[config.mk]
export PLATFORM = sky130hd
export DESIGN_NAME = lfu_page_replacer_core_flat
export DESIGN_NICKNAME = d
export VERILOG_FILES = /design/src/hdl/lfu_pkg.sv /design/src/hdl/lfu_if.sv /design/src/hdl/lfu_ram.sv /design/src/hdl/lfu_page_replacer_core.sv /design/src/flat_wrapper.sv
export SDC_FILE = /design/constraint.sdc
export NUM_CORES = 1
export LEC_CHECK = 0
export ABC_CLOCK_PERIOD_IN_PS = 6900
export BUFFER_PORTS_ARGS = -buffer_cell sky130_fd_sc_hd__clkbuf_2
export CAP_MARGIN = 20
export CELL_PAD_IN_SITES_DETAIL_PLACEMENT = 1
export CELL_PAD_IN_SITES_GLOBAL_PLACEMENT = 2
export CORE_MARGIN = 3
export CORE_UTILIZATION = 35
export CTS_CLUSTER_DIAMETER = 200
export DETAILED_ROUTE_END_ITERATION = 8
export GPL_TIMING_DRIVEN = 1
export PLACE_DENSITY_LB_ADDON = 0.1
export SYNTH_ARGS = -nofsm -noshare
export SYNTH_HDL_FRONTEND = slang
export SYNTH_SLANG_ARGS = --single-unit
export TNS_END_PERCENT = 5
[constraint.sdc]
create_clock -name clk -period 6.9 [get_ports clk]
set_clock_uncertainty 0.1 [all_clocks]
set_input_delay 0.345 -clock clk [delete_from_list [all_inputs] [get_ports clk]]
set_output_delay 0.345 -clock clk [all_outputs]
set_load 0.02 [all_outputs]
[src/hdl/lfu_pkg.sv]
// shared types and constants for the lfu page replacer
// no dependencies
package lfu_pkg;

  localparam int FRAMES     = 16;
  localparam int PAGE_BITS  = 16;
  localparam int COUNT_BITS = 16;

  // transaction field widths
  localparam int PAGE_NUM_BITS  = 16;
  localparam int FRAME_IDX_BITS = 4;
  localparam int FAULT_BITS     = 32;

  // configuration port
  localparam int PADDR_BITS = 3;
  localparam int PDATA_BITS = 32;
  localparam int FIU_BITS   = 5;
  localparam logic [FIU_BITS-1:0] FIU_RESET = 5'd16;
  localparam logic [PADDR_BITS-3:0] REG_FRAMES_IN_USE = 1'b0;

  typedef enum logic [1:0] {
    ST_IDLE,
    ST_SCAN,
    ST_WB
  } state_t;

endpackage

[src/hdl/lfu_if.sv]
// valid/ready channel interfaces for page references and results
// depends on lfu_pkg
interface lfu_in_if;
  logic                               valid;
  logic                               ready;
  logic [lfu_pkg::PAGE_NUM_BITS-1:0]  page_ref;
  logic                               end_of_string;

  modport source (output valid, page_ref, end_of_string, input ready);
  modport sink   (input valid, page_ref, end_of_string, output ready);
endinterface

interface lfu_out_if;
  logic                                valid;
  logic                                ready;
  logic                                hit;
  logic [lfu_pkg::FRAME_IDX_BITS-1:0]  frame_index;
  logic [lfu_pkg::FAULT_BITS-1:0]      fault_total;
  logic                                string_done;

  modport source (output valid, hit, frame_index, fault_total, string_done, input ready);
  modport sink   (input valid, hit, frame_index, fault_total, string_done, output ready);
endinterface

[src/hdl/lfu_ram.sv]
// generic single-write, single-read ram with registered read data
// no dependencies
module lfu_ram #(
  parameter  int WIDTH = 32,
  parameter  int DEPTH = 16,
  localparam int AW    = (DEPTH > 1) ? $clog2(DEPTH) : 1
) (
  input  logic             clk,
  input  logic             wr_en,
  input  logic [AW-1:0]    wr_addr,
  input  logic [WIDTH-1:0] wr_data,
  input  logic             rd_en,
  input  logic [AW-1:0]    rd_addr,
  output logic [WIDTH-1:0] rd_data
);

  logic [WIDTH-1:0] mem [DEPTH];

  always_ff @(posedge clk) begin
    if (wr_en) begin
      mem[wr_addr] <= wr_data;
    end
  end

  always_ff @(posedge clk) begin
    if (rd_en) begin
      rd_data <= mem[rd_addr];
    end
  end

endmodule

[src/hdl/lfu_page_replacer_core.sv]
// top level of the lfu page replacer: frame ram, scan sequencer, apb register
// depends on lfu_pkg, lfu_if (lfu_in_if, lfu_out_if) and lfu_ram
//
//   channel   dir   handshake            payload
//   in_ch     in    valid/ready          page_ref, end_of_string
//   out_ch    out   valid/ready          hit, frame_index, fault_total, string_done
//   apb       in    psel/penable/pready  paddr, pwdata, prdata (frames_in_use)
//
// an item passes through an accept in ST_IDLE, one frame ram read per active frame in
// ST_SCAN (active being frames_in_use held to 1..FRAMES) and a write-back in ST_WB;
// the single ram read port makes the scan serial, and no new item is taken before the write-back.
// rst clears the valid bits, fault total and control directly; no clearing pass.
// the write-back waits while a previous result is still held in the output register.
module lfu_page_replacer_core #(
  parameter int FRAMES     = lfu_pkg::FRAMES,
  parameter int PAGE_BITS  = lfu_pkg::PAGE_BITS,
  parameter int COUNT_BITS = lfu_pkg::COUNT_BITS
) (
  input  logic                             clk,
  input  logic                             rst,
  lfu_in_if.sink                           in_ch,
  lfu_out_if.source                        out_ch,
  input  logic                             psel,
  input  logic                             penable,
  input  logic                             pwrite,
  input  logic [lfu_pkg::PADDR_BITS-1:0]   paddr,
  input  logic [lfu_pkg::PDATA_BITS-1:0]   pwdata,
  output logic [lfu_pkg::PDATA_BITS-1:0]   prdata,
  output logic                             pready
);

  localparam int IW   = (FRAMES > 1) ? $clog2(FRAMES) : 1;
  localparam int CW   = ($clog2(FRAMES + 1) > lfu_pkg::FIU_BITS) ?
                        $clog2(FRAMES + 1) : lfu_pkg::FIU_BITS;
  localparam int RAMW = PAGE_BITS + COUNT_BITS;

  lfu_pkg::state_t state, state_next;

  logic [lfu_pkg::FIU_BITS-1:0]   frames_in_use;
  logic [FRAMES-1:0]              frame_valid;
  logic [lfu_pkg::FAULT_BITS-1:0] fault_counter;

  // current item
  logic [PAGE_BITS-1:0]  item_page;
  logic                  item_last;
  logic [IW-1:0]         scan_idx;
  logic                  found;
  logic [IW-1:0]         slot;
  logic [COUNT_BITS-1:0] least;
  logic [COUNT_BITS-1:0] hit_count;

  // output register
  logic                              out_valid;
  logic                              out_hit;
  logic [lfu_pkg::FRAME_IDX_BITS-1:0] out_frame;
  logic [lfu_pkg::FAULT_BITS-1:0]    out_fault;
  logic                              out_done;

  // sequencer outputs
  logic          accept;
  logic          rd_en;
  logic [IW-1:0] rd_addr;
  logic          wb_go;

  // ram
  logic [RAMW-1:0]       rd_data;
  logic [RAMW-1:0]       wr_data;
  logic [COUNT_BITS-1:0] ent_count;
  logic [PAGE_BITS-1:0]  ent_page;
  logic                  ent_valid;
  logic                  ent_match;
  logic [COUNT_BITS-1:0] ent_eff;

  logic [CW-1:0] fiu_ext;
  logic [CW-1:0] active;
  logic [IW-1:0] last_idx;
  logic [IW-1:0] next_idx;

  logic [COUNT_BITS-1:0]          new_count;
  logic [lfu_pkg::FAULT_BITS-1:0] fault_next;
  logic                           cfg_write;

  // apb register
  assign pready    = 1'b1;
  assign cfg_write = psel && penable && pwrite && pready &&
                     (paddr[lfu_pkg::PADDR_BITS-1:2] == lfu_pkg::REG_FRAMES_IN_USE);
  assign prdata    = (paddr[lfu_pkg::PADDR_BITS-1:2] == lfu_pkg::REG_FRAMES_IN_USE) ?
                     lfu_pkg::PDATA_BITS'(frames_in_use) : '0;

  always_ff @(posedge clk) begin
    if (rst) begin
      frames_in_use <= lfu_pkg::FIU_RESET;
    end else if (cfg_write) begin
      frames_in_use <= pwdata[lfu_pkg::FIU_BITS-1:0];
    end
  end

  // zero acts as one, above FRAMES acts as FRAMES
  always_comb begin
    fiu_ext = CW'(frames_in_use);
    if (fiu_ext == '0) begin
      active = CW'(1);
    end else if (fiu_ext > CW'(FRAMES)) begin
      active = CW'(FRAMES);
    end else begin
      active = fiu_ext;
    end
    last_idx = IW'(active - CW'(1));
  end

  assign next_idx = scan_idx + IW'(1);

  // frame entry under inspection, read in the cycle before
  assign ent_count = rd_data[COUNT_BITS-1:0];
  assign ent_page  = rd_data[COUNT_BITS +: PAGE_BITS];
  assign ent_valid = frame_valid[scan_idx];
  assign ent_match = ent_valid && (ent_page == item_page);
  assign ent_eff   = ent_valid ? ent_count : '0;

  lfu_ram #(
    .WIDTH (RAMW),
    .DEPTH (FRAMES)
  ) u_frame_ram (
    .clk     (clk),
    .wr_en   (wb_go),
    .wr_addr (slot),
    .wr_data (wr_data),
    .rd_en   (rd_en),
    .rd_addr (rd_addr),
    .rd_data (rd_data)
  );

  // write-back values
  always_comb begin
    if (found) begin
      new_count = (hit_count != '1) ? hit_count + COUNT_BITS'(1) : hit_count;
    end else begin
      new_count = COUNT_BITS'(1);
    end
    wr_data = {item_page, new_count};
    if (!found && (fault_counter != '1)) begin
      fault_next = fault_counter + lfu_pkg::FAULT_BITS'(1);
    end else begin
      fault_next = fault_counter;
    end
  end

  // sequencer
  always_ff @(posedge clk) begin
    if (rst) begin
      state <= lfu_pkg::ST_IDLE;
    end else begin
      state <= state_next;
    end
  end

  always_comb begin
    state_next  = state;
    in_ch.ready = 1'b0;
    accept      = 1'b0;
    rd_en       = 1'b0;
    rd_addr     = '0;
    wb_go       = 1'b0;
    unique case (state)
      lfu_pkg::ST_IDLE: begin
        in_ch.ready = 1'b1;
        if (in_ch.valid) begin
          accept     = 1'b1;
          rd_en      = 1'b1;
          state_next = lfu_pkg::ST_SCAN;
        end
      end
      lfu_pkg::ST_SCAN: begin
        if (scan_idx == last_idx) begin
          state_next = lfu_pkg::ST_WB;
        end else begin
          rd_en   = 1'b1;
          rd_addr = next_idx;
        end
      end
      lfu_pkg::ST_WB: begin
        if (!out_valid || out_ch.ready) begin
          wb_go      = 1'b1;
          state_next = lfu_pkg::ST_IDLE;
        end
      end
      default: begin
        state_next = lfu_pkg::ST_IDLE;
      end
    endcase
  end

  // scan datapath
  always_ff @(posedge clk) begin
    if (accept) begin
      item_page <= PAGE_BITS'(in_ch.page_ref);
      item_last <= in_ch.end_of_string;
      scan_idx  <= '0;
      found     <= 1'b0;
    end else if (state == lfu_pkg::ST_SCAN) begin
      scan_idx <= next_idx;
      if (!found && ent_match) begin
        found     <= 1'b1;
        hit_count <= ent_count;
      end
      // slot freezes once a match is seen
      if (!found && (ent_match || scan_idx == '0 || ent_eff < least)) begin
        slot <= scan_idx;
      end
      if (scan_idx == '0 || ent_eff < least) begin
        least <= ent_eff;
      end
    end
  end

  // frame state and fault total
  always_ff @(posedge clk) begin
    if (rst) begin
      frame_valid   <= '0;
      fault_counter <= '0;
    end else if (wb_go) begin
      if (item_last) begin
        frame_valid   <= '0;
        fault_counter <= '0;
      end else begin
        frame_valid[slot] <= 1'b1;
        fault_counter     <= fault_next;
      end
    end
  end

  // output register
  always_ff @(posedge clk) begin
    if (rst) begin
      out_valid <= 1'b0;
    end else if (wb_go) begin
      out_valid <= 1'b1;
    end else if (out_ch.ready) begin
      out_valid <= 1'b0;
    end
  end

  always_ff @(posedge clk) begin
    if (wb_go) begin
      out_hit   <= found;
      out_frame <= lfu_pkg::FRAME_IDX_BITS'(slot);
      out_fault <= fault_next;
      out_done  <= item_last;
    end
  end

  assign out_ch.valid       = out_valid;
  assign out_ch.hit         = out_hit;
  assign out_ch.frame_index = out_frame;
  assign out_ch.fault_total = out_fault;
  assign out_ch.string_done = out_done;

endmodule

[src/flat_wrapper.sv]
// flat-port wrapper written by rule: the top's interface ports become plain ports
module lfu_page_replacer_core_flat 
#(
  parameter int FRAMES     = lfu_pkg::FRAMES,
  parameter int PAGE_BITS  = lfu_pkg::PAGE_BITS,
  parameter int COUNT_BITS = lfu_pkg::COUNT_BITS
)
  (clk, rst, psel, penable, pwrite, paddr, pwdata, prdata, pready, in_ch_valid, in_ch_page_ref, in_ch_end_of_string, in_ch_ready, out_ch_valid, out_ch_hit, out_ch_frame_index, out_ch_fault_total, out_ch_string_done, out_ch_ready);
  lfu_in_if in_ch_i ();
  lfu_out_if out_ch_i ();
  input  logic clk;
  input  logic rst;
  input  logic psel;
  input  logic penable;
  input  logic pwrite;
  input  logic [lfu_pkg::PADDR_BITS-1:0] paddr;
  input  logic [lfu_pkg::PDATA_BITS-1:0] pwdata;
  output logic [lfu_pkg::PDATA_BITS-1:0] prdata;
  output logic pready;
  input wire logic [$bits(in_ch_i.valid)-1:0] in_ch_valid;
  input wire logic [$bits(in_ch_i.page_ref)-1:0] in_ch_page_ref;
  input wire logic [$bits(in_ch_i.end_of_string)-1:0] in_ch_end_of_string;
  output wire logic [$bits(in_ch_i.ready)-1:0] in_ch_ready;
  output wire logic [$bits(out_ch_i.valid)-1:0] out_ch_valid;
  output wire logic [$bits(out_ch_i.hit)-1:0] out_ch_hit;
  output wire logic [$bits(out_ch_i.frame_index)-1:0] out_ch_frame_index;
  output wire logic [$bits(out_ch_i.fault_total)-1:0] out_ch_fault_total;
  output wire logic [$bits(out_ch_i.string_done)-1:0] out_ch_string_done;
  input wire logic [$bits(out_ch_i.ready)-1:0] out_ch_ready;
  assign in_ch_i.valid = in_ch_valid;
  assign in_ch_i.page_ref = in_ch_page_ref;
  assign in_ch_i.end_of_string = in_ch_end_of_string;
  assign in_ch_ready = in_ch_i.ready;
  assign out_ch_valid = out_ch_i.valid;
  assign out_ch_hit = out_ch_i.hit;
  assign out_ch_frame_index = out_ch_i.frame_index;
  assign out_ch_fault_total = out_ch_i.fault_total;
  assign out_ch_string_done = out_ch_i.string_done;
  assign out_ch_i.ready = out_ch_ready;
  lfu_page_replacer_core #(.FRAMES(FRAMES), .PAGE_BITS(PAGE_BITS), .COUNT_BITS(COUNT_BITS)) u_core (.clk(clk), .rst(rst), .in_ch(in_ch_i), .out_ch(out_ch_i), .psel(psel), .penable(penable), .pwrite(pwrite), .paddr(paddr), .pwdata(pwdata), .prdata(prdata), .pready(pready));
endmodule
=== Yosys cells after proc, flatten, opt, wreduce, memory -nomap -nowiden ===
Memories as Yosys holds them, arrays and structs flattened. A register that Yosys moved wholly into a read port is not among the register bits.
Index checks and enable logic that the tools add are counted.

* Bits in registers: 152
* Bits in latches: 0
* RAM bits: 512
* Memory bits (read-only): 0
* Bits of input ports: 59
* Output and inout bits: 73
* Word-level logic and storage cells: 91
* Memories: 1

* $add $sub $neg: 4
* $mul: 0
* Divide/modulo/power cells: 0
* $lt $le $gt $ge: 5
* Equal/unequal tests: 9
* Shifts and indexed selects: 0
* Multiplexer cells: 30
* Bitwise logic cells: 3
* Reductions and logical operators: 23

{| class="wikitable"
|+ Memory list
! memory !! depth !! bits a word !! rd ports !! clocked after memory_dff !! wr ports !! RTL line !! source
|-
| u_core.u_frame_ram.mem || 16 || 32 || 1 || 1 || 1 || lfu_ram.sv:17 || <nowiki>logic [WIDTH-1:0] mem [DEPTH];</nowiki>
|}

{| class="wikitable"
|+ Operator list
! kind !! number
|-
| $mux W16 || 4
|-
| $mux W32 || 2
|-
| $add A32 B1 Y32 const B || 1
|-
| $ne A32 B32 Y1 const B || 1
|-
| $add A16 B1 Y16 const B || 1
|-
| $eq A16 B16 Y1 || 1
|-
| $lt A16 B16 Y1 || 1
|-
| $mux W4 || 4
|-
| $ne A16 B16 Y1 const B || 1
|-
| $or A16 B16 Y16 || 1
|-
| $mux W1 || 12
|-
| $reduce_and A3 Y1 || 4
|-
| $lt A4 B5 Y1 const B || 2
|-
| $logic_and A1 B1 Y1 || 8
|-
| $mux W2 || 3
|-
| $pmux W2 S3 || 1
|-
| $gt A5 B5 Y1 const B || 1
|-
| $logic_not A5 Y1 || 1
|-
| $mux W5 || 1
|-
| $add A4 B1 Y4 const B || 1
|-
| $bmux W1 S4 || 1
|-
| $demux W1 S4 || 1
|-
| $eq A4 B4 Y1 || 1
|-
| $ge A4 B1 Y1 const B || 1
|-
| 13 further kinds || 19
|}

=== Logic depth before layout (Yosys ltp) ===
Gate-level depths: netlist of run 1.

* Depth in word-level cells: 7
* Mapped depth: 13
* Depth with buffers taken out: 10

=== Hierarchy ===
From an unflattened synthesis of run 1, not the netlist that was laid out.

* Cells, all modules: 1580
* Area, all modules: 27760.4 um^2

{| class="wikitable"
|+ By module, submodules not included
! module !! instances !! cells an instance !! area each (um^2) !! sequential area each (um^2)
|-
| lfu_ram || 1 || 838 || 20155.6 || 16335.7
|-
| lfu_page_replacer_core || 1 || 742 || 7604.8 || 3953.8
|}

=== Worst setup path after synthesis of run 1 ===
Ideal clock, no wire load.

* Kind: register to register
* From: register u_core.state[1]
* To: memory u_core.u_frame_ram.mem[8][0] (enable)
* Setup time: 0.463 ns
* Arrival time: 4.535 ns
* Data required time: 6.337 ns
* Setup slack: 1.802 ns
* Cell stages (with the launch flop): 7
* Path buffers: 1
* Period minus slack after synthesis: 5.098 ns
* Cells stage by stage: dfxtp_1 -> nor2b_1 -> nand2_1 -> inv_1 -> clkbuf_1 -> nand3b_1 -> nor3_1

* Longest elaborated chain between the ends: 4

{| class="wikitable"
|+ Ends and longest elaborated chain
! item !! RTL line !! source
|-
| start: declaration || lfu_page_replacer_core.sv:37 || <nowiki>lfu_pkg::state_t state, state_next;</nowiki>
|-
| start signal: assignment || lfu_page_replacer_core.sv:151 || <nowiki>state <= lfu_pkg::ST_IDLE;</nowiki>
|-
| start signal: assignment || lfu_page_replacer_core.sv:153 || <nowiki>state <= state_next;</nowiki>
|-
| $eq A2 B2 Y1 || lfu_page_replacer_core.sv:164 || <nowiki>unique case (state)</nowiki>
|-
| $mux W1 || lfu_page_replacer_core.sv:164 ||
|-
| via u_core.u_frame_ram.wr_en || lfu_ram.sv:9 || <nowiki>input logic wr_en,</nowiki>
|-
| $mux W1 || lfu_ram.sv:20 || <nowiki>if (wr_en) begin</nowiki>
|-
| $mux W1 (not written as such) || lfu_ram.sv:21 || <nowiki>mem[wr_addr] <= wr_data;</nowiki>
|-
| end: declaration || lfu_ram.sv:17 ||
|}

The timed path passes the listed nets, and every way through them passes these cells.

=== Worst setup path after layout of run 1 ===
* From: register u_core.scan_idx[0]
* To: register u_core.least[13] (enable)

* Longest elaborated chain between the ends: 6
* Elaborated cells on any way between the ends: 7
* Classes of those cells: order compare: 1; mux: 3; reduce/logical: 3

{| class="wikitable"
|+ Ends and longest elaborated chain
! item !! RTL line !! source
|-
| start: declaration || lfu_page_replacer_core.sv:46 || <nowiki>logic [IW-1:0] scan_idx;</nowiki>
|-
| start signal: assignment || lfu_page_replacer_core.sv:201 || <nowiki>scan_idx <= next_idx;</nowiki>
|-
| $bmux W1 S4 || lfu_page_replacer_core.sv:116 || <nowiki>assign ent_valid = frame_valid[scan_idx];</nowiki>
|-
| $mux W1 (not written as such) || lfu_page_replacer_core.sv:116 ||
|-
| $mux W16 || lfu_page_replacer_core.sv:118 || <nowiki>assign ent_eff = ent_valid ? ent_count : '0;</nowiki>
|-
| via u_core.ent_eff[10] || lfu_page_replacer_core.sv:72 || <nowiki>logic [COUNT_BITS-1:0] ent_eff;</nowiki>
|-
| $lt A16 B16 Y1 || lfu_page_replacer_core.sv:210 || <nowiki>if (scan_idx == '0 || ent_eff < least) begin</nowiki>
|-
| $logic_or A1 B1 Y1 || lfu_page_replacer_core.sv:210 ||
|-
| $reduce_and A3 Y1 (no source line) || -- ||
|-
| end signal: assignment || lfu_page_replacer_core.sv:211 || <nowiki>least <= ent_eff;</nowiki>
|-
| end: declaration || lfu_page_replacer_core.sv:49 || <nowiki>logic [COUNT_BITS-1:0] least;</nowiki>
|}

The timed path passes the listed nets, and every way through them passes these cells. The select of a mux whose other input is x is not followed.
A chain may end at the register's enable or synchronous reset.

==> key figures, run 1 <==
Synth
  • Synth Flop Type: edfxtp_1
  • Yosys warnings: 0
  • Yosys cell types: 67
  • Ys async rst share: 0%
  • Avg Inst Size Synth: 14.13 um^2
  • Mapped cell area: 28860 um^2
  • Synth Register Bits: 696
  • Seq/Total Area, Yosys: 70.30%
  • Post-synth EDFFs: 635
  • Cells after synthesis: 2043

Pwr
  • Pwr/cell area: 278.0 nW/um^2
  • Leakage: 0.01063 uW
  • Worst IR Drop VDD: 193.8 uV
  • Power consumption: 9204 uW

Timing
  • Slew Limit Fails: 0
  • Slew headroom: 26.68%
  • Minimum clock period after layout: 5.022 ns
  • Least-Margin Pin Slew: 1.097 ns
  • Fin crit share: 72.79%
  • Maximum clock rate: 199.1 MHz
  • Final setup fails: 0
  • Unrepaired setup endpoints after global routing: false
  • Final hold viol count: 0
  • Setup TNS: 0 ns
  • Setup WS post-layout: 1.878 ns

Floorplan
  • Starting Density: 35.60%
  • # rows: 104
  • DIE WIDTH: 293.2 um
  • Core area: 81070 um^2
  • # IOs: 132
  • Chip height: 293.2 um
  • Die area: 85940 um^2

Route
  • Vias: 17.53k
  • Routed Antenna Nets: 0
  • Via density: 5.385
  • WL met3: 2.485 mm
  • Uppermost layer routed: met4
  • Initial DRT Pass Iterations: 5
  • DRT iter0 DRCs: 1093
  • WL/cell: 25.28 um
  • Metal2 WL: 40.60 mm
  • WL final: 82.28 mm
  • Remaining DRCs: 0
  • M1 WL: 37.38 mm

Placement
  • Port buffer count: 74
  • Hpwl dp: 42.36 mm
  • Placement Setup Slack: 1.744 ns
  • RD Place Congestion: 0.7278

GRT
  • First-pass GRT wire length: 122.9 mm
  • All-Layer GR Usage: 19.17%
  • Antenna violations before repair: 0
  • Overflow after GRT: 0
  • Number of global-route vias before repair: 18.65k
  • Pin count of the biggest net entering global routing: 129

Worst setup path
  • Critical path's largest stage delay: 0.72 ns
  • CP Cell Sequence: mux4_2, mux4_2, and2_1, ha_1, a21o_1, a221o_1, a221oi_1, o211ai_1, o21ai_0, and2_1
  • CP Max Fanout: 23
  • Setup crit end kind: flip-flop
  • CP required: 7.03 ns
  • Critical Path Start Type: flip-flop
  • Slowest cell on crit path: and2_1
  • Critical setup path kind: reg -> reg
  • Worst EP arrival: 5.15 ns

Clock network
  • Clock tree sinks: 696
  • Worst skew pair latency: 0.61 ns
  • CTS clk-pin slew, worst paths: 0.06 ns
  • CTS tree: done
  • H-tree depth reported by CTS: 3
  • CTS root buf: clkbuf_16
  • CTS buffer count: 80
  • # resized after CTS: 0
  • Clk buf depth: 3
  • Post-CTS Setup Inserts: 0

Layout
  • ANT cells: 0
  • Most common cell after layout, fill and taps aside: edfxtp_1
  • Layout Nets: 2212
  • Most frequent cells in the layout: 635 x edfxtp_1, 195 x nand2_1, 175 x nand3_1
  • Area delta synth->final: 14.70%
  • Share of cells above drive strength 1: 16.08%

Flow run
  • Max_cap viols: 0

Hold path
  • Hold WC Path Type: in -> reg

Status
  • Status: complete, no violations
[cells in the mapped netlist, types with 14 or more instances]
cell type / n / share of area, %
inv_1: 25 / 0.33
nor2_1: 79 / 1.0
nor3_1: 18 / 0.31
xnor2_1: 42 / 1.3
clkbuf_1: 89 / 1.2
and2_1: 20 / 0.43
a32o_1: 31 / 1.1
o221ai_1: 47 / 1.4
dfxtp_1: 61 / 4.2
edfxtp_1: 635 / 66
a31oi_1: 37 / 0.80
buf_2: 31 / 0.54
nand4_1: 15 / 0.33
o21a_1: 16 / 0.42
nand2_1: 197 / 2.6
mux2i_1: 40 / 1.4
buf_4: 32 / 0.83
xor2_1: 20 / 0.61
mux2_2: 63 / 2.5
o31ai_1: 15 / 0.39
a32oi_1: 33 / 1.0
nand3_1: 175 / 3.0
o221ai_2: 16 / 0.83
a21oi_1: 67 / 1.2
nor2b_1: 14 / 0.30
o21ai_0: 93 / 1.6
ha_1: 20 / 0.87
[routing by layer]
metal,up-vias,GRT usage (%)
met3,117,2.691
met1,9124,25.69
met5,-,0
met2,282,32.95
met4,0,4.746
li1,8006,-
[cell type report]
type,count,area (um^2)
Multi-Input combinational cell,1186,7916
Clock inverter,39,305.3
Tap cell,1060,1326
Inverter,25,95.09
Fill cell,8192,47970
Sequential cell,696,20290
Timing Repair Buffer,144,1028
Clock buffer,105,2137
[repair_timing]
action / in CTS / in global routing
hold buffers: 23 / 0
setup endpoints to repair: 0 / 0
hold endpoints to repair: 24 / 0
[final timing paths]
check                              start                      to  slack, ns  cells past startpoint
hold reg to reg   u_core.frame_valid[12]  u_core.frame_valid[12]       0.36                      1
setup / recovery      u_core.scan_idx[0]        u_core.least[13]       1.88                     10
setup reg to reg      u_core.scan_idx[0]        u_core.least[13]       1.88                     10
hold / removal                    pwrite       u_core.fiu_ext[4]       0.19                      3
[power breakdown]
group          switching [uW]  internal [uW]  leakage [uW]
clock network            1710           2300       0.00120
logic                     324            184       0.00345
registers                61.9           4630       0.00598
total                    2090           7110        0.0106
[per-stage QoR]
stage / hold slack [ns] / util [%] / area, um^2 / cells
floorplan: 0.3064 / - / 28960 / 2069
finish: 0.1861 / 40.83 / 33100 / 3255
detailed placement: 0.3483 / 37.43 / 30350 / 3081
global route: 0.2181 / 40.83 / 33100 / 3255
CTS: 0.1577 / 40.73 / 33020 / 3248
global placement: 0.3377 / 37.40 / 30320 / 3080
[state kept, by name, indices dropped and copies added, names as in the netlist, 2 cells and up]
name                        flops
u_core.u_frame_ram.rd_data     32
u_core.u_frame_ram.mem        512
u_core.state                    2
u_core.fiu_ext                  5
u_core.item_page               16
u_core.out_ch.frame_index       4
u_core.least                   16
u_core.out_ch.fault_total      32
u_core.fault_counter           32
u_core.hit_count               16
u_core.frame_valid             16
u_core.slot                     4
u_core.scan_idx                 4
[kinds of logic after synthesis]
logic type | after synthesis | synth area share [%]
flip-flops | 696 | 70.30
AND/OR/NAND/NOR | 574 | 9.547
AO/OA/AOI/OAI | 394 | 9.950
buffers and inverters | 187 | 3.191
multiplexers | 108 | 4.236
XOR/XNOR | 62 | 1.882
adder cells (fa/ha/maj) | 20 | 0.8671
other | 2 | 0.02602
[worst max-delay path: cells and delay by family (launching register included)]
kind,cells,cell delay (ns)
flops,1,0.61
mux,2,1.26
compound gates,5,1.36
fa+ha+maj,1,0.31
simple gates,2,0.98
Note: power is estimated with default switching activity, not from simulation.
==> run 2: changes to the inputs <==
--- a/config.mk
+++ b/config.mk
@@ -5,7 +5,8 @@
 export SDC_FILE = /design/constraint.sdc
 export NUM_CORES = 1
 export LEC_CHECK = 0
-export ABC_CLOCK_PERIOD_IN_PS = 6900
+export ABC_AREA = 1
+export ABC_CLOCK_PERIOD_IN_PS = 4150
 export BUFFER_PORTS_ARGS = -buffer_cell sky130_fd_sc_hd__clkbuf_2
 export CAP_MARGIN = 20
 export CELL_PAD_IN_SITES_DETAIL_PLACEMENT = 1
==> constraint.sdc (replaced) <==
create_clock -name clk -period 4.15 [get_ports clk]
set_clock_uncertainty 0.1 [all_clocks]
set_input_delay 0.2075 -clock clk [delete_from_list [all_inputs] [get_ports clk]]
set_output_delay 0.2075 -clock clk [all_outputs]
set_load 0.02 [all_outputs]
==> run 2 against run 1 <==
Compared with the run above:
- hold slack worse by 0.14 ns
- combinational power grew to 2.6 times the previous value
- wire length is 2.8% higher
- critical path type unchanged
- fmax is 35% higher
- non-clock buffer count is 20 higher
- largest power group unchanged
- highest routed layer unchanged
- worst setup slack worse by 1.4 ns
==> key figures, run 2 <==
Route
  • Vias: 19.39k (was 17.53k)
  • Initial DRT Pass Iterations: 5 (unchanged)
  • Remaining DRCs: 0 (unchanged)
  • DRT iter0 DRCs: 1195 (was 1093)
  • WL/cell: 21.86 um (was 25.28 um)
  • WL final: 84.59 mm (was 82.28 mm)
  • Via density: 5.011 (was 5.385)
  • Routed Antenna Nets: 0 (unchanged)

Layout
  • Fill count: 8782 (was 8192)
  • Sequential cell area: 20290 um^2 (about the same)
  • Most frequent cells in the layout: 718 x nand2_1, 635 x edfxtp_1, 304 x nor2_1 (was 635 x edfxtp_1, 195 x nand2_1, 175 x nand3_1)
  • Reg with most FFs: u_core.u_frame_ram.mem (unchanged)
  • ANT cells: 0 (unchanged)
  • Layout Nets: 2812 (was 2212)
  • Most common cell after layout, fill and taps aside: nand2_1 (was edfxtp_1)
  • Largest register FFs: 512 (unchanged)
  • Share of cells above drive strength 1: 11.08% (was 16.08%)
  • Multi-input gate area: 7766 um^2 (was 7916 um^2)
  • Area delta synth->final: 16.76% (was 14.70%)

Synth
  • Yosys warnings: 0 (unchanged)
  • Top cell type's share of synthesized area: 65.66% (was 66.07%)
  • Cell taking the most area after synthesis: edfxtp_1 (unchanged)
  • Seq/Total Area, Yosys: 69.86% (was 70.30%)
  • Post-synth top cells: 720 x nand2_1, 635 x edfxtp_1, 321 x nor2_1, 169 x nand3_1, 120 x inv_1 (was 635 x edfxtp_1, 197 x nand2_1, 175 x nand3_1, 93 x o21ai_0, 89 x clkbuf_1)
  • Avg Inst Size Synth: 11.14 um^2 (was 14.13 um^2)
  • Synth Area in Compound Gates: 5.665% (was 9.950%)
  • Synth Register Bits: 696 (unchanged)
  • Yosys cell types: 44 (was 67)
  • Area share of and/or/nand/nor cells after synthesis: 17.82% (was 9.547%)
  • Synth area leaders: edfxtp_1 66%, nand2_1 9.3%, dfxtp_1 4.2%, nor2_1 4.1%, nand3_1 2.9% (was edfxtp_1 66%, dfxtp_1 4.2%, nand3_1 3.0%, nand2_1 2.6%, mux2_2 2.5%)
  • Post-Synth Adder-Cell Area: 0.8617% (was 0.8671%)
  • Cells after synthesis: 2607 (was 2043)
  • Mapped cell area: 29040 um^2 (was 28860 um^2)
  • Count leader, synth: nand2_1 (was edfxtp_1)
  • Largest family of logic cells by synthesized area: simple AND/OR/NAND/NOR gates (was compound AO/OA/AOI/OAI gates)
  • Post-synth EDFFs: 635 (unchanged)
  • Mux cell area share after synthesis: 0% (was 4.236%)
  • Ys async rst share: 0% (unchanged)
  • Synth Flop Type: edfxtp_1 (unchanged)
  • XOR/XNOR share of the synthesized area: 1.439% (was 1.882%)

Worst setup path
  • R2R depth: 14 (was 10)
  • Slowest cell on crit path: dfxtp_1 (was and2_1)
  • Crit path from: u_core.scan_idx[0] (unchanged)
  • CP Max Fanout: 16 (was 23)
  • Worst EP arrival: 3.92 ns (was 5.15 ns)
  • Critical setup path kind: reg -> reg (unchanged)
  • Most used cell, CP: a21oi_1
  • CP Cell Sequence: buf_4, nor2_1, a21oi_1, nand3_1, nand3_1, nand2_1, nor2_1, ha_1, a21oi_1, a31oi_1, a2111oi_0, nand2_1, a21oi_1, buf_4 (was mux4_2, mux4_2, and2_1, ha_1, a21o_1, a221o_1, a221oi_1, o211ai_1, o21ai_0, and2_1)
  • RR Startpoint: u_core.scan_idx[0] (unchanged)
  • CP required: 4.36 ns (was 7.03 ns)
  • Critical Path Start Type: flip-flop (unchanged)
  • Critical path's largest stage delay: 0.55 ns (was 0.72 ns)
  • Setup crit end kind: flip-flop (unchanged)

Clock network
  • H-tree depth reported by CTS: 3 (unchanged)
  • Post-CTS Setup Inserts: 0 (unchanged)
  • Clk buf depth: 3 (unchanged)
  • CTS root buf: clkbuf_16 (unchanged)
  • CTS clk-pin slew, worst paths: 0.06 ns (about the same)
  • Clock tree sinks: 696 (unchanged)
  • CTS buffer count: 82 (was 80)
  • CTS tree: done (unchanged)
  • Worst skew pair latency: 0.64 ns (was 0.61 ns)

Timing
  • Slew Limit Fails: 0 (unchanged)
  • Final hold viol count: 0 (unchanged)
  • Setup TNS: 0 ns (unchanged)
  • Setup WS post-layout: 0.4396 ns (was 1.878 ns)
  • Fin crit share: 89.41% (was 72.79%)
  • Maximum clock rate: 269.5 MHz (was 199.1 MHz)
  • Slew headroom: 28.02% (was 26.68%)
  • Least-Margin Pin Slew: 1.076 ns (was 1.097 ns)
  • Minimum clock period after layout: 3.710 ns (was 5.022 ns)
  • Unrepaired setup endpoints after global routing: false (unchanged)
  • Final setup fails: 0 (unchanged)

GRT
  • Number of global-route vias before repair: 20.36k (was 18.65k)
  • Overflow after GRT: 0 (unchanged)
  • All-Layer GR Usage: 19.67% (was 19.17%)
  • Pin count of the biggest net entering global routing: 94 (was 129)
  • First-pass GRT wire length: 127.7 mm (was 122.9 mm)
  • Antenna violations before repair: 0 (unchanged)

Status
  • Status: complete, no violations (unchanged)

Placement
  • Hpwl dp: 46.28 mm (was 42.36 mm)
  • RD Place Congestion: 0.7826 (was 0.7278)
  • Port buffer count: 74 (unchanged)
  • Placement Setup Slack: 0.4166 ns (was 1.744 ns)

Hold path
  • Hold Path Origin: psel (was pwrite)
  • Hold WC Path Type: in -> reg (unchanged)
  • Worst hold stages: 4 (was 3)

Pwr
  • Leakage: 0.01257 uW (was 0.01063 uW)
  • Pwr/cell area: 484.2 nW/um^2 (was 278.0 nW/um^2)
  • Worst IR Drop VDD: 330.3 uV (was 193.8 uV)

Floorplan
  • DIE WIDTH: 294.1 um (was 293.2 um)
  • Die area: 86470 um^2 (was 85940 um^2)
  • # IOs: 132 (unchanged)
  • # rows: 105 (was 104)
  • Starting Density: 35.37% (was 35.60%)
  • Chip height: 294.1 um (was 293.2 um)
  • Core area: 82110 um^2 (was 81070 um^2)

Flow run
  • Max_cap viols: 0 (unchanged)
-- run 2: report_power, final --
group	leakage [uW]	internal [uW]	total, uW	switching, uW
Clock	0.00132	4320	7260	2950
Combinational	0.00485	391	1320	924
Sequential	0.00639	7740	7840	96.3
-- run 2: what timing repair did --
item	CTS	global route
resized for setup	0	0
hold buffers	26	0
endpoints found under the hold margin	27	0
endpoints found under the setup margin	0	0
-- run 2: area by class of cell --
class,count,share of cell area (%)
multi-input cells,1659,22.90
clock buffers,97,6.276
clock inverters,53,1.731
well taps,1070,3.948
repair buffers,164,3.841
inverters,130,1.469
flip-flops and latches,696,59.83
-- run 2: per-stage QoR --
step	total power, uW	hold WS (ns)	utilization, %	instances	cell area (um^2)
6_report	16420	0.04941	41.30	3869	33910
5_1_grt	17090	0.08879	41.30	3869	33910
4_1_cts	16680	0.003742	41.28	3867	33890
3_5_place_dp	9315	0.2864	37.65	3691	30920
3_3_place_gp	9289	0.2839	37.65	3691	30920
2_1_floorplan	8829	0.2064	-	2633	29140
-- run 2: cells by family after synthesis --
group | Yosys count
other | 2
adder cells (fa/ha/maj) | 20
buffers and inverters | 278
AND/OR/NAND/NOR | 1277
flip-flops | 696
AO/OA/AOI/OAI | 288
XOR/XNOR | 46
-- run 2: path summary, 6_finish.rpt --
path | slack [ns] | to
max | 0.44 | u_core.least[3]
min | 0.05 | u_core.fiu_ext[3]
max reg2reg | 0.44 | u_core.least[3]
min reg2reg | 0.35 | u_core.hit_count[1]
-- run 2: layer usage --
metal	GRT usage, %	part of all wire, %	vias up
li1	-	-	9163
met1	25.79	45	9849
met2	34.35	49	254
met3	2.672	2.9	121
met4	5.148	2.4	0
met5	0	0	-
-- run 2: worst max-delay path, delay by kind of cell, from the launching register on --
family	cells	cell delay, ns
AOI/OAI and AO/OA	5	0.89
adders and majority gates	1	0.28
buffers and inverters	2	0.51
DFF	1	0.55
and+or+nand+nor	6	1.04
